**src/key_press_classifier_defines.svh**
```systemverilog
// Assertion macros for the key press classifier.
// Each macro expects signals named clk and arst_n in the scope where it is used.
`ifndef KEY_PRESS_CLASSIFIER_DEFINES_SVH
`define KEY_PRESS_CLASSIFIER_DEFINES_SVH

`ifndef SYNTHESIS

`define KPC_ASSERT(lbl, cond) \
	lbl: assert property (@(posedge clk) disable iff (!arst_n) (cond)) \
		else $error("key press classifier check failed");

`define KPC_ASSERT_IMPL(lbl, ante, cons) \
	lbl: assert property (@(posedge clk) disable iff (!arst_n) (ante) |-> (cons)) \
		else $error("key press classifier check failed");

`define KPC_ASSERT_NEXT(lbl, ante, cons) \
	lbl: assert property (@(posedge clk) disable iff (!arst_n) (ante) |=> (cons)) \
		else $error("key press classifier check failed");

`else

`define KPC_ASSERT(lbl, cond)
`define KPC_ASSERT_IMPL(lbl, ante, cons)
`define KPC_ASSERT_NEXT(lbl, ante, cons)

`endif

`endif

```
**src/kpc_pkg.sv**
```systemverilog
package kpc_pkg;

	localparam int LIMIT_W     = 8;
	localparam int CFG_INDEX_W = 2;
	localparam int CFG_DATA_W  = 8;

	localparam logic [CFG_INDEX_W-1:0] REG_HOLD_LIMIT    = 2'd0;
	localparam logic [CFG_INDEX_W-1:0] REG_DOUBLE_WINDOW = 2'd1;
	localparam logic [CFG_INDEX_W-1:0] REG_PRESS_LEVEL   = 2'd2;

	localparam logic [LIMIT_W-1:0] HOLD_LIMIT_RESET    = 8'd100;
	localparam logic [LIMIT_W-1:0] DOUBLE_WINDOW_RESET = 8'd10;
	localparam logic               PRESS_LEVEL_RESET   = 1'b1;

	typedef enum logic [1:0] {
		PH_IDLE,
		PH_PRESSED,
		PH_WINDOW,
		PH_WAIT_RELEASE
	} phase_t;

	typedef enum logic [1:0] {
		EV_NONE,
		EV_SINGLE,
		EV_DOUBLE,
		EV_HOLD
	} event_t;

	typedef struct packed {
		logic [LIMIT_W-1:0] hold_limit;
		logic [LIMIT_W-1:0] double_window;
		logic               press_level;
	} cfg_t;

endpackage

```
**src/kpc_fsm.sv**
```systemverilog
`include "key_press_classifier_defines.svh"

module kpc_fsm #(
	parameter int COUNT_WIDTH = 8
) (
	input  logic            clk,
	input  logic            arst_n,
	input  logic            step,
	input  logic            key_level,
	input  kpc_pkg::cfg_t   cfg,
	output kpc_pkg::event_t key_event
);

	localparam int CMP_W = (COUNT_WIDTH > kpc_pkg::LIMIT_W) ? COUNT_WIDTH : kpc_pkg::LIMIT_W;
	localparam logic [COUNT_WIDTH-1:0] COUNT_MAX = {COUNT_WIDTH{1'b1}};
	localparam logic [COUNT_WIDTH-1:0] COUNT_ONE = COUNT_WIDTH'(1);

	kpc_pkg::phase_t         phase_q, phase_d;
	logic [COUNT_WIDTH-1:0]  count_q, count_d;
	logic [COUNT_WIDTH-1:0]  count_inc;
	logic                    pressed;

	// A count at the top of its range ends the phase even below the limit.
	function automatic logic reached(input logic [COUNT_WIDTH-1:0] c,
		input logic [kpc_pkg::LIMIT_W-1:0] limit);
		reached = (CMP_W'(c) >= CMP_W'(limit)) || (c == COUNT_MAX);
	endfunction

	assign pressed   = (key_level == cfg.press_level);
	assign count_inc = (count_q == COUNT_MAX) ? COUNT_MAX : count_q + COUNT_ONE;

	always_comb begin
		phase_d   = phase_q;
		count_d   = count_q;
		key_event = kpc_pkg::EV_NONE;
		case (phase_q)
			kpc_pkg::PH_IDLE: begin
				if (pressed) begin
					count_d = COUNT_ONE;
					if (reached(COUNT_ONE, cfg.hold_limit)) begin
						key_event = kpc_pkg::EV_HOLD;
						phase_d   = kpc_pkg::PH_WAIT_RELEASE;
					end else begin
						phase_d = kpc_pkg::PH_PRESSED;
					end
				end
			end
			kpc_pkg::PH_PRESSED: begin
				if (pressed) begin
					count_d = count_inc;
					if (reached(count_inc, cfg.hold_limit)) begin
						key_event = kpc_pkg::EV_HOLD;
						phase_d   = kpc_pkg::PH_WAIT_RELEASE;
					end
				end else begin
					count_d = '0;
					phase_d = kpc_pkg::PH_WINDOW;
				end
			end
			kpc_pkg::PH_WINDOW: begin
				count_d = count_inc;
				if (pressed) begin
					key_event = kpc_pkg::EV_DOUBLE;
					phase_d   = kpc_pkg::PH_WAIT_RELEASE;
				end else if (reached(count_inc, cfg.double_window)) begin
					key_event = kpc_pkg::EV_SINGLE;
					count_d   = '0;
					phase_d   = kpc_pkg::PH_IDLE;
				end
			end
			kpc_pkg::PH_WAIT_RELEASE: begin
				if (!pressed) begin
					count_d = '0;
					phase_d = kpc_pkg::PH_IDLE;
				end
			end
			default: begin
				phase_d = kpc_pkg::PH_IDLE;
				count_d = '0;
			end
		endcase
	end

	always_ff @(posedge clk or negedge arst_n) begin
		if (!arst_n) begin
			phase_q <= kpc_pkg::PH_IDLE;
			count_q <= '0;
		end else if (step) begin
			phase_q <= phase_d;
			count_q <= count_d;
		end
	end

	`KPC_ASSERT_IMPL(a_idle_count_clear, phase_q == kpc_pkg::PH_IDLE, count_q == '0)
	`KPC_ASSERT_IMPL(a_pressed_count_set, phase_q == kpc_pkg::PH_PRESSED, count_q != '0)
	`KPC_ASSERT_IMPL(a_double_from_window, step && key_event == kpc_pkg::EV_DOUBLE, phase_q == kpc_pkg::PH_WINDOW)
	`KPC_ASSERT_NEXT(a_hold_then_wait, step && key_event == kpc_pkg::EV_HOLD, phase_q == kpc_pkg::PH_WAIT_RELEASE)

endmodule

```
**src/key_press_classifier.sv**
```systemverilog
// Key press classifier: one sampled key level per timer tick in, one event out.
// Input channel: in_valid/in_ready with key_level. Output channel:
// out_valid/out_ready with key_event (none, single click, double click, hold).
// Every accepted item gives exactly one result item, in order.
// Configuration registers (hold_limit, double_window, press_level) are written
// through cfg_wen/cfg_index/cfg_wdata; the user must do so only while no item is
// in flight, as the block does not enforce it. There are two register stages: an
// accepted item sits in the input register, and the phase and tick counter logic
// loads the result register from it once that register is free or being taken.
// One item per cycle while out_ready stays high; the phase register and counter
// update once for each item that moves into the result register.
// When the receiver holds out_ready low, the result stays in its register and
// one more item waits in the input register; in_ready then drops.
// Reset clears both registers' valid flags, returns the phase to idle with the
// counter at zero, and loads the register reset values (100, 10, high level).
module key_press_classifier #(
	parameter int COUNT_WIDTH = 8
) (
	input  logic                               clk,
	input  logic                               arst_n,
	input  logic                               in_valid,
	output logic                               in_ready,
	input  logic                               key_level,
	output logic                               out_valid,
	input  logic                               out_ready,
	output logic [1:0]                         key_event,
	input  logic                               cfg_wen,
	input  logic [kpc_pkg::CFG_INDEX_W-1:0]    cfg_index,
	input  logic [kpc_pkg::CFG_DATA_W-1:0]     cfg_wdata
);

	kpc_pkg::cfg_t   cfg_q;
	logic            valid_s1;
	logic            key_s1;
	logic            out_valid_q;
	kpc_pkg::event_t event_q;
	kpc_pkg::event_t event_d;
	logic            advance;

	assign advance   = valid_s1 && (!out_valid_q || out_ready);
	assign in_ready  = !valid_s1 || advance;
	assign out_valid = out_valid_q;
	assign key_event = event_q;

	always_ff @(posedge clk or negedge arst_n) begin
		if (!arst_n) begin
			cfg_q.hold_limit    <= kpc_pkg::HOLD_LIMIT_RESET;
			cfg_q.double_window <= kpc_pkg::DOUBLE_WINDOW_RESET;
			cfg_q.press_level   <= kpc_pkg::PRESS_LEVEL_RESET;
		end else if (cfg_wen) begin
			case (cfg_index)
				kpc_pkg::REG_HOLD_LIMIT:    cfg_q.hold_limit    <= cfg_wdata;
				kpc_pkg::REG_DOUBLE_WINDOW: cfg_q.double_window <= cfg_wdata;
				kpc_pkg::REG_PRESS_LEVEL:   cfg_q.press_level   <= cfg_wdata[0];
				default: ;
			endcase
		end
	end

	always_ff @(posedge clk or negedge arst_n) begin
		if (!arst_n) begin
			valid_s1    <= 1'b0;
			out_valid_q <= 1'b0;
		end else begin
			if (in_ready) begin
				valid_s1 <= in_valid;
			end
			if (advance) begin
				out_valid_q <= 1'b1;
			end else if (out_ready) begin
				out_valid_q <= 1'b0;
			end
		end
	end

	always_ff @(posedge clk) begin
		if (in_ready && in_valid) begin
			key_s1 <= key_level;
		end
		if (advance) begin
			event_q <= event_d;
		end
	end

	kpc_fsm #(
		.COUNT_WIDTH(COUNT_WIDTH)
	) u_fsm (
		.clk       (clk),
		.arst_n    (arst_n),
		.step      (advance),
		.key_level (key_s1),
		.cfg       (cfg_q),
		.key_event (event_d)
	);

endmodule

```
**config.mk**
```make
export PLATFORM = sky130hd
export DESIGN_NAME = key_press_classifier
export DESIGN_NICKNAME = d
export VERILOG_FILES = /design/src/kpc_pkg.sv /design/src/kpc_fsm.sv /design/src/key_press_classifier.sv
export VERILOG_INCLUDE_DIRS = /design/src /design/src/src
export SDC_FILE = /design/constraint.sdc
export NUM_CORES = 1
export LEC_CHECK = 0
export BUFFER_PORTS_ARGS = -buffer_cell sky130_fd_sc_hd__buf_2
export CAP_MARGIN = 20
export CORE_ASPECT_RATIO = 0.9
export CORE_MARGIN = 4
export CORE_UTILIZATION = 58
export CTS_CLUSTER_SIZE = 20
export DETAILED_ROUTE_END_ITERATION = 10
export GPL_TIMING_DRIVEN = 0
export PLACE_DENSITY = 0.81
export SLEW_MARGIN = 40
export SYNTH_ARGS = -nofsm -noshare
export SYNTH_HDL_FRONTEND = slang
export SYNTH_SLANG_ARGS = --single-unit
```
**constraint.sdc**
```tcl
create_clock -name clk -period 3.6 [get_ports clk]
set_clock_uncertainty 0.05 [all_clocks]
set_input_delay 0 -clock clk [delete_from_list [all_inputs] [get_ports clk]]
set_output_delay 0 -clock clk [all_outputs]
set_load 0.005 [all_outputs]
```
==> results of run 1 <==
[path summary, 6_finish.rpt]
check	from	endpoint	slack, ns	depth (start not counted)
worst max-delay path	u_fsm.count_q[0]	u_fsm.count_q[7]	0.28	11
worst min-delay path	cfg_index[1]	cfg_q[0]	0.04	3
worst max register to register	u_fsm.count_q[0]	u_fsm.count_q[7]	0.28	11
worst min register to register	valid_s1	out_valid	0.45	1
max in group asynchronous	arst_n	cfg_q[12]	2.87	2
min in group asynchronous	arst_n	u_fsm.count_q[0]	0.21	2
[synth_stat cells (2+ instances only)]
cell / count
mux2_2: 10
a21oi_2: 2
a21o_1: 2
nand2_1: 16
nor4_1: 2
dfrtp_1: 23
inv_1: 18
edfxtp_1: 3
o21ai_1: 5
a31oi_1: 2
a22o_1: 7
xor2_1: 2
clkbuf_1: 4
nor2_1: 4
o21a_1: 3
nand3_1: 6
a21oi_1: 4
mux2i_1: 2
nor3_1: 3
nand4_1: 2
ha_1: 17
and2_1: 2
nand3b_1: 3
dfstp_2: 6
and3_1: 2
xnor2_1: 3
nand2b_1: 6
o21ai_0: 6
[what timing repair did]
action	4_1_cts	5_1_grt
buffers inserted	0	0
hold buffers	13	0
hold endpoints to repair	44	0
[registers in the layout, summed over array words and instances (netlist names)]
name,cells
valid_s1,1
key_event,2
cfg_q,17
u_fsm.phase_q,2
out_valid,1
key_s1,1
u_fsm.count_q,8
[per-stage QoR]
| step | util | instance area, um^2 | power (uW) | cells | setup WS, ns |
|---|---|---|---|---|---|
| floorplan | - | 1980 | 830 | 188 | 0.704 |
| detailed placement | 0.674 | 2130 | 947 | 249 | 0.341 |
| CTS | 0.745 | 2350 | 1250 | 270 | 0.314 |
| global placement | 0.674 | 2130 | 913 | 249 | 0.401 |
| global route | 0.745 | 2350 | 1350 | 270 | 0.0888 |
| finish | 0.745 | 2350 | 1250 | 270 | 0.277 |
[routing by layer]
layer  GRT usage  wire [um]  vias up
met5           0          0        -
met4      0.0694        125        0
met3      0.0731        267       14
met2       0.379       2220       57
met1       0.256       1820      738
li1            -          -      768
[cell type report]
cell class	instances	area, um^2	share of cell area
buffer	5	20.0	0.00850
clock buffer	7	86.3	0.0367
clock inverter	1	7.51	0.00319
inverter	18	67.6	0.0287
multi-input combinational	133	1070	0.455
sequential	32	823	0.350
tap	42	52.6	0.0223
timing repair buffer	32	225	0.0956
[power by group through the flow]
stage | logic, uW | clock network, uW | registers, uW
global placement | 425 | 0 | 488
detailed placement | 455 | 0 | 492
CTS | 471 | 294 | 486
global route | 531 | 318 | 497
finish | 475 | 291 | 487
floorplan | 350 | 0 | 480
[critical path, delay by kind of cell, from the launching register on]
kind,cells,cell delay [ns]
and+or+nand+nor,3,0.91
DFF,1,0.48
buffers and inverters,1,0.15
AOI/OAI and AO/OA,5,1.10
adders and majority gates,2,0.55
[cells by family after synthesis]
| kind of cell | after synthesis | share of synthesized area |
|---|---|---|
| simple gates | 52 | 0.141 |
| compound gates | 46 | 0.196 |
| flops | 32 | 0.415 |
| buf+inv | 23 | 0.0442 |
| fa+ha+maj | 17 | 0.107 |
| mux | 12 | 0.0669 |
| xor+xnor | 6 | 0.0303 |
==> metrics.yaml, run 1 <==
cts_tree: "done"
dr_total_vias: 1577
switchingPower_uw: 443
gp_congestion: 0.810
synthCells: 188
clockBufferDepth: 2
die_area_um2: 4420
core_um2: 3160
p_clk_frac: 0.232
ir_drop_v: 0.000351
powerDensity_nw_per_um2: 532
max_stage_delay_ns: 0.53
drcViolationCount: 0
final_cell_mix: "dfrtp_1 (23), buf_2 (20), inv_1 (18)"
antenna_cells: 0
ys_seq_area_frac: 0.415
p_comb_frac: 0.379
p_leak_uw: 0.00111
worst_setup_path_start_kind: "register"
ys_seq_elements: 32
via_per_inst: 5.84
row_count: 19
relSlewSlack: 0.572
setup_tns_ns: 0
slowest_stage: "or4_4"
synth_nets: 221
wirelength_um: 4430
cp_common_cell: "ha_1"
finalSetupViolations: 0
grt_pass1_vias: 1651
yosysTopAreaCell: "dfrtp_1"
ant_nets: 0
drv_slew: 0
critical_path.max_fanout: 8
grt_util_all_layers: 0.218
numCtsBuffers: 5
syn-cell-area_um2: 1980
dr.pass1.iters: 4
grt.overflow.total: 0
swShare: 0.354
layout_commonest_cell: "dfrtp_1"
p_int_uw: 810
die_h_um: 63.5
wl_per_cell_um: 16.4
worst_skew_pair.late_latency_ns: 0.29
fillers: 217
antenna_found_initial: 0
cp-end-kind: "register"
cts_resized: 0
ys_warn_count: 0
drv_cap: 0
ys.flop_type: "dfrtp_1"
clock_sinks: 32
drive_gt1_frac: 0.232
fmax_mhz: 301
grt_pass1_wl_um: 7560
period_minus_slack_ns: 3.32
syn2layout_area_growth_pct: 18.7
synth_edf_count: 3
hold_class: "in2reg"
dp_hpwl_um: 3240
cts_max_level: 2
rsz0062_at_grt: "false"
place.port_buffers: 19
seqPwrFrac: 0.389
crit_arrival_ns: 3.50
die_w_um: 69.6
async_flop_share: 0.906
outcome: "finished clean"
io_pins: 20
root_buffer: "clkbuf_8"
holdWs_ns: 0.0415
drtIter0Drc: 173
synth_cell_types: 51
nets: 260
start_util: 0.627
fin_crit_sh: 0.923
synth.area.top_cells: "dfrtp_1 (29%), ha_1 (11%), dfstp_2 (7.9%), mux2_2 (5.7%), edfxtp_1 (4.5%)"
syn_avg_cell_area_um2: 10.5
max_slew.worst_pin.slew_ns: 0.641
hold_viol_final: 0
synthDominantCellAreaShare: 0.290
critPathKind: "reg2reg"
clk_pin_slew_worst_paths_ns: 0.07
required_ns: 3.77
crit_chain: "ha_1 -> and4_1 -> buf_2 -> nand4_1 -> o21ai_0 -> ha_1 -> or4_4 -> a21oi_2 -> o31ai_2 -> o31ai_4 -> a22o_1"
grt_start_max_net_pins: 30
Note: power is estimated with default switching activity, not from simulation.
==> run 2: changes to the inputs <==
==> constraint.sdc (replaced) <==
create_clock -name clk -period 3.6 [get_ports clk]
set_clock_uncertainty 0.05 [all_clocks]
set_input_delay 0.54 -clock clk [delete_from_list [all_inputs] [get_ports clk]]
set_output_delay 0.54 -clock clk [all_outputs]
set_load 0.005 [all_outputs]
==> metrics.yaml, run 2 (synthesis results as in run 1) <==
p_int_uw: 800  # was 810 uW
setup_tns_ns: 0  # unchanged
p_comb_frac: 0.373  # was 0.379
dp.cells: 249  # unchanged
numCtsBuffers: 5  # unchanged
use_met2: 0.346  # was 0.379
grt_pass1_vias: 1557  # was 1651
wl_per_cell_um: 16.3  # was 16.4 um
nets: 247  # was 260
drive_gt1_frac: 0.247  # was 0.232
dr.pass1.iters: 4  # unchanged
required_ns: 3.77  # about the same
core_um2: 3160  # unchanged
die_w_um: 69.6  # unchanged
utilization: 0.704  # was 0.745
grt.overflow.total: 0  # unchanged
cts_max_level: 2  # unchanged
cts_tree: "done"  # unchanged
cts_setup_buffers: 0  # unchanged
crit_arrival_ns: 3.51  # was 3.50 ns
met3_usage: 0.0700  # was 0.0731
layout_commonest_cell: "dfrtp_1"  # unchanged
multi_input_area_um2: 1070  # unchanged
powerDensity_nw_per_um2: 557  # was 532 nW/um^2
grt_busiest_layer: "met2"  # unchanged
met1_usage: 0.243  # was 0.256
cts_resized: 0  # unchanged
wirelength_um: 4200  # was 4430 um
syn2layout_area_growth_pct: 12.2  # was 18.7%
start_util: 0.627  # unchanged
largest_reg_flops: 17  # unchanged
final_cell_mix: "dfrtp_1 (23), buf_2 (20), inv_1 (18)"  # unchanged
gp_congestion: 0.810  # unchanged
clockBufferDepth: 2  # unchanged
swShare: 0.355  # was 0.354
hold_class: "in2async"  # was in2reg
grt_util_all_layers: 0.205  # was 0.218
dp_hpwl_um: 3240  # unchanged
finalSetupViolations: 0  # unchanged
die_h_um: 63.5  # unchanged
drcViolationCount: 0  # unchanged
drtIter0Drc: 110  # was 173
place.port_buffers: 19  # unchanged
grt_start_max_net_pins: 30  # unchanged
clock_sinks: 32  # unchanged
holdWs_ns: 0.212  # was 0.0415 ns
seqPwrFrac: 0.392  # was 0.389
antenna_found_initial: 0  # unchanged
switchingPower_uw: 440  # was 443 uW
worst_skew_pair.late_latency_ns: 0.29  # about the same
rsz0062_at_grt: "false"  # unchanged
root_buffer: "clkbuf_8"  # unchanged
fillers: 246  # was 217
drv_slew: 0  # unchanged
hold_viol_final: 0  # unchanged
holdBufCountCts: 0  # was 13
clk_pin_slew_worst_paths_ns: 0.07  # about the same
cp-end-kind: "register"  # unchanged
dr_total_vias: 1528  # was 1577
io_pins: 20  # unchanged
ir_drop_v: 0.000345  # was 0.000351 V
largest-register: "cfg_q"  # unchanged
drv_cap: 0  # unchanged
ant_nets: 0  # unchanged
antenna_cells: 0  # unchanged
worst_setup_path_start_kind: "register"  # unchanged
reg.largest.list: "cfg_q (17), u_fsm.count_q (8)"  # unchanged
p_leak_uw: 0.00106  # was 0.00111 uW
fmax_mhz: 300  # was 301 MHz
die_area_um2: 4420  # unchanged
grt_pass1_wl_um: 7090  # was 7560 um
area.sequential_um2: 823  # unchanged
max_slew.worst_pin.slew_ns: 0.634  # was 0.641 ns
layout.cells.non_filler: 257  # was 270
critPathKind: "reg2reg"  # unchanged
relSlewSlack: 0.577  # was 0.572
p_clk_frac: 0.234  # was 0.232
via_per_inst: 5.95  # was 5.84
period_minus_slack_ns: 3.34  # was 3.32 ns
fin_crit_sh: 0.927  # was 0.923
outcome: "finished clean"  # unchanged
critical_path.max_fanout: 8  # unchanged
row_count: 19  # unchanged
run 2: changes by cell type in the layout (fill, tap and decap cells not counted):
cell           change
dlygate4sd3_1     -13
run 2: per-stage QoR:
step | cell area, um^2 | total power, uW | worst slack (ns)
after floorplan | 1980 | 830 | 0.704
after global placement | 2130 | 913 | 0.401
after detailed placement | 2130 | 947 | 0.341
after CTS | 2220 | 1240 | 0.314
after global routing | 2220 | 1330 | 0.0888
final | 2220 | 1240 | 0.264
run 2: path summary, 6_finish.rpt:
path | start | end | slack (ns) | cells after the start
max reg2reg | u_fsm.count_q[0] | u_fsm.count_q[7] | 0.26 | 11
max | u_fsm.count_q[0] | u_fsm.count_q[7] | 0.26 | 11
min in group clk | key_level | key_s1 | 0.38 | 1
min reg2reg | valid_s1 | out_valid | 0.44 | 1
max in group asynchronous | arst_n | cfg_q[12] | 2.87 | 1
min | arst_n | u_fsm.count_q[0] | 0.21 | 1
run 2: power groups by stage:
stage	Clock (uW)	Combinational [uW]	Sequential, uW
finish	290	463	487
global route	318	518	497
CTS	294	459	486
detailed placement	0	455	492
global placement	0	425	488
floorplan	0	350	480
run 2: layout make-up:
| type | instances | area share |
|---|---|---|
| clock buffer | 7 | 0.0388 |
| tap | 42 | 0.0236 |
| sequential | 32 | 0.370 |
| multi-input combinational | 133 | 0.482 |
| buffer | 5 | 0.00900 |
| clock inverter | 1 | 0.00337 |
| timing repair buffer | 19 | 0.0427 |
| inverter | 18 | 0.0304 |
run 2: layer usage:
metal	wire, um	vias up
li1	-	736
met1	1800	725
met2	2060	55
met3	214	12
met4	119	0
met5	0	-
run 2: worst max-delay path: stages, from the launching register on:
cell,delay [ns]
dfrtp_1,0.47
ha_1,0.27
and4_1,0.15
buf_2,0.15
nand4_1,0.24
o21ai_0,0.28
ha_1,0.28
or4_4,0.53
a21oi_2,0.13
o31ai_2,0.12
o31ai_4,0.39
a22o_1,0.19
==> run 3: changes to the inputs <==
--- a/config.mk
+++ b/config.mk
@@ -8,13 +8,15 @@
 export LEC_CHECK = 0
 export BUFFER_PORTS_ARGS = -buffer_cell sky130_fd_sc_hd__buf_2
 export CAP_MARGIN = 20
+export CELL_PAD_IN_SITES_DETAIL_PLACEMENT = 1
+export CELL_PAD_IN_SITES_GLOBAL_PLACEMENT = 1
 export CORE_ASPECT_RATIO = 0.9
 export CORE_MARGIN = 4
-export CORE_UTILIZATION = 58
+export CORE_UTILIZATION = 46
 export CTS_CLUSTER_SIZE = 20
 export DETAILED_ROUTE_END_ITERATION = 10
 export GPL_TIMING_DRIVEN = 0
-export PLACE_DENSITY = 0.81
+export PLACE_DENSITY_LB_ADDON = 0.25
 export SLEW_MARGIN = 40
 export SYNTH_ARGS = -nofsm -noshare
 export SYNTH_HDL_FRONTEND = slang
==> metrics.yaml, run 3 (synthesis results as in run 1) <==
max_stage_delay_ns: 0.52  # was 0.53 ns
hold_viol_final: 0  # unchanged
root_buffer: "clkbuf_8"  # unchanged
p_int_uw: 822  # was 800 uW
seqPwrFrac: 0.384  # was 0.392
nets: 247  # unchanged
swShare: 0.356  # was 0.355
drcViolationCount: 0  # unchanged
wl_per_cell_um: 17.9  # was 16.3 um
outcome: "finished clean"  # unchanged
dp_slack_ns: 0.177  # was 0.341 ns
p_clk_frac: 0.251  # was 0.234
start_util: 0.480  # was 0.627
fmax_mhz: 290  # was 300 MHz
row_count: 22  # was 19
drive_gt1_frac: 0.247  # unchanged
die_w_um: 77.2  # was 69.6 um
dp.cells: 255  # was 249
layout.cells.non_filler: 263  # was 257
setup_tns_ns: 0  # unchanged
fillers: 480  # was 246
critical_path.max_fanout: 8  # unchanged
dp_hpwl_um: 3720  # was 3240 um
wirelength_um: 4700  # was 4200 um
io_pins: 20  # unchanged
p_leak_uw: 0.00107  # was 0.00106 uW
antenna_cells: 0  # unchanged
cts_tree: "done"  # unchanged
crit_family: "compound AO/OA/AOI/OAI gates"  # unchanged
ir_drop_v: 0.000343  # was 0.000345 V
finalSetupViolations: 0  # unchanged
powerDensity_nw_per_um2: 570  # was 557 nW/um^2
drv_cap: 0  # unchanged
grt_util_all_layers: 0.191  # was 0.205
place.port_buffers: 19  # unchanged
grt_start_max_net_pins: 30  # unchanged
clockBufferDepth: 2  # unchanged
cp_common_cell: "ha_1"  # unchanged
crit_arrival_ns: 3.42  # was 3.51 ns
fin_crit_sh: 0.959  # was 0.927
drtIter0Drc: 56  # was 110
layout_commonest_cell: "dfrtp_1"  # unchanged
largest-register: "cfg_q"  # unchanged
crit_chain: "ha_1 -> and4_1 -> buf_2 -> nand4_1 -> nand2_1 -> ha_1 -> o21a_1 -> o21ai_0 -> a221oi_1 -> a2111oi_4 -> o311ai_1"  # was ha_1 -> and4_1 -> buf_2 -> nand4_1 -> o21ai_0 -> ha_1 -> or4_4 -> a21oi_2 -> o31ai_2 -> o31ai_4 -> a22o_1
multi_input_area_um2: 1070  # unchanged
ant_nets: 0  # unchanged
layout_setup_ws_ns: 0.148  # was 0.264 ns
via_per_inst: 5.88  # was 5.95
die_area_um2: 5430  # was 4420 um^2
grt_pass1_wl_um: 8080  # was 7090 um
clk_pin_slew_worst_paths_ns: 0.07  # about the same
relSlewSlack: 0.514  # was 0.577
dr_total_vias: 1546  # was 1528
rsz0062_at_grt: "false"  # unchanged
core_um2: 4130  # was 3160 um^2
reg.largest.list: "cfg_q (17), u_fsm.count_q (8)"  # unchanged
cts_max_level: 2  # unchanged
gp_congestion: 0.830  # was 0.810
grt_pass1_vias: 1643  # was 1557
largest_reg_flops: 17  # unchanged
critPathKind: "reg2reg"  # unchanged
hold_class: "in2async"  # unchanged
holdBufCountCts: 0  # unchanged
numCtsBuffers: 5  # unchanged
p_comb_frac: 0.364  # was 0.373
die_h_um: 70.3  # was 63.5 um
area.sequential_um2: 823  # unchanged
switchingPower_uw: 455  # was 440 uW
grt.overflow.total: 0  # unchanged
final_cell_mix: "dfrtp_1 (23), buf_2 (20), inv_1 (18)"  # unchanged
slowest_stage: "dfrtp_1"  # was or4_4
clock_sinks: 32  # unchanged
drv_slew: 0  # unchanged
worst_skew_pair.late_latency_ns: 0.29  # about the same
syn2layout_area_growth_pct: 13.0  # was 12.2%
dr.pass1.iters: 4  # unchanged
antenna_found_initial: 0  # unchanged
max_slew.worst_pin.slew_ns: 0.727  # was 0.634 ns
worst_setup_path_start_kind: "register"  # unchanged
cp-end-kind: "register"  # unchanged
period_minus_slack_ns: 3.45  # was 3.34 ns
required_ns: 3.57  # was 3.77 ns
worst-path-buf-inv: 1  # unchanged
==> run 3: cell count changes in the layout (fill, tap and decap cells not counted) <==
cell	previous run	this run
clkinvlp_4	1	0
clkbuf_8	6	5
clkinv_2	0	1
clkbuf_16	0	1
o21ai_1	5	6
o21ai_0	6	5
==> run 3: final timing paths <==
| check | to | from | slack, ns | depth (start not counted) |
|---|---|---|---|---|
| max | key_event[0] | u_fsm.count_q[0] | 0.15 | 11 |
| min | u_fsm.count_q[1] | arst_n | 0.22 | 1 |
| max reg2reg | key_event[0] | u_fsm.count_q[0] | 0.15 | 11 |
| min reg2reg | out_valid | valid_s1 | 0.45 | 1 |
| max in group asynchronous | u_fsm.phase_q[1] | arst_n | 2.84 | 1 |
| min in group clk | key_s1 | key_level | 0.37 | 1 |
==> run 3: stage by stage <==
stage	total power [uW]	hold WS [ns]	instance area [um^2]	utilization
after global placement	926	0.423	2140	0.518
after CTS	1280	0.269	2240	0.543
after floorplan	830	0.194	1980	-
final	1280	0.222	2240	0.543
after global routing	1370	0.287	2240	0.543
after detailed placement	964	0.430	2140	0.518
==> run 3: layout make-up <==
class	instances	area share
buffer	5	0.00893
clock buffer	7	0.0436
clock inverter	1	0.00223
inverter	18	0.0302
multi-input combinational	133	0.479
sequential	32	0.367
tap	48	0.0268
timing repair buffer	19	0.0424
==> run 3: worst reg2reg max path: cells and delay by family (launching register included) <==
kind / cells / cell delay, ns
flip-flops: 1 / 0.52
buffers and inverters: 1 / 0.16
AO/OA/AOI/OAI: 5 / 1.15
adder cells (fa/ha/maj): 2 / 0.52
AND/OR/NAND/NOR: 3 / 0.80
==> run 3: what timing repair did <==
item                       CTS  global route
resized for setup            0             1
buffers inserted             0             0
setup endpoints to repair    0             7
==> run 3: metal layers <==
metal / vias up / global-route usage / part of all wire
met2: 28 / 0.323 / 0.49
met5: - / 0 / 0
met4: 0 / 0.0692 / 0.025
met1: 768 / 0.239 / 0.45
li1: 738 / - / -
met3: 12 / 0.0387 / 0.032
==> run 3: power by group through the flow <==
stage	combinational (uW)	clock [uW]	sequential [uW]
final	465	321	491
after global placement	437	0	489
after CTS	469	324	491
after global routing	525	345	500
after detailed placement	466	0	498
after floorplan	350	0	480
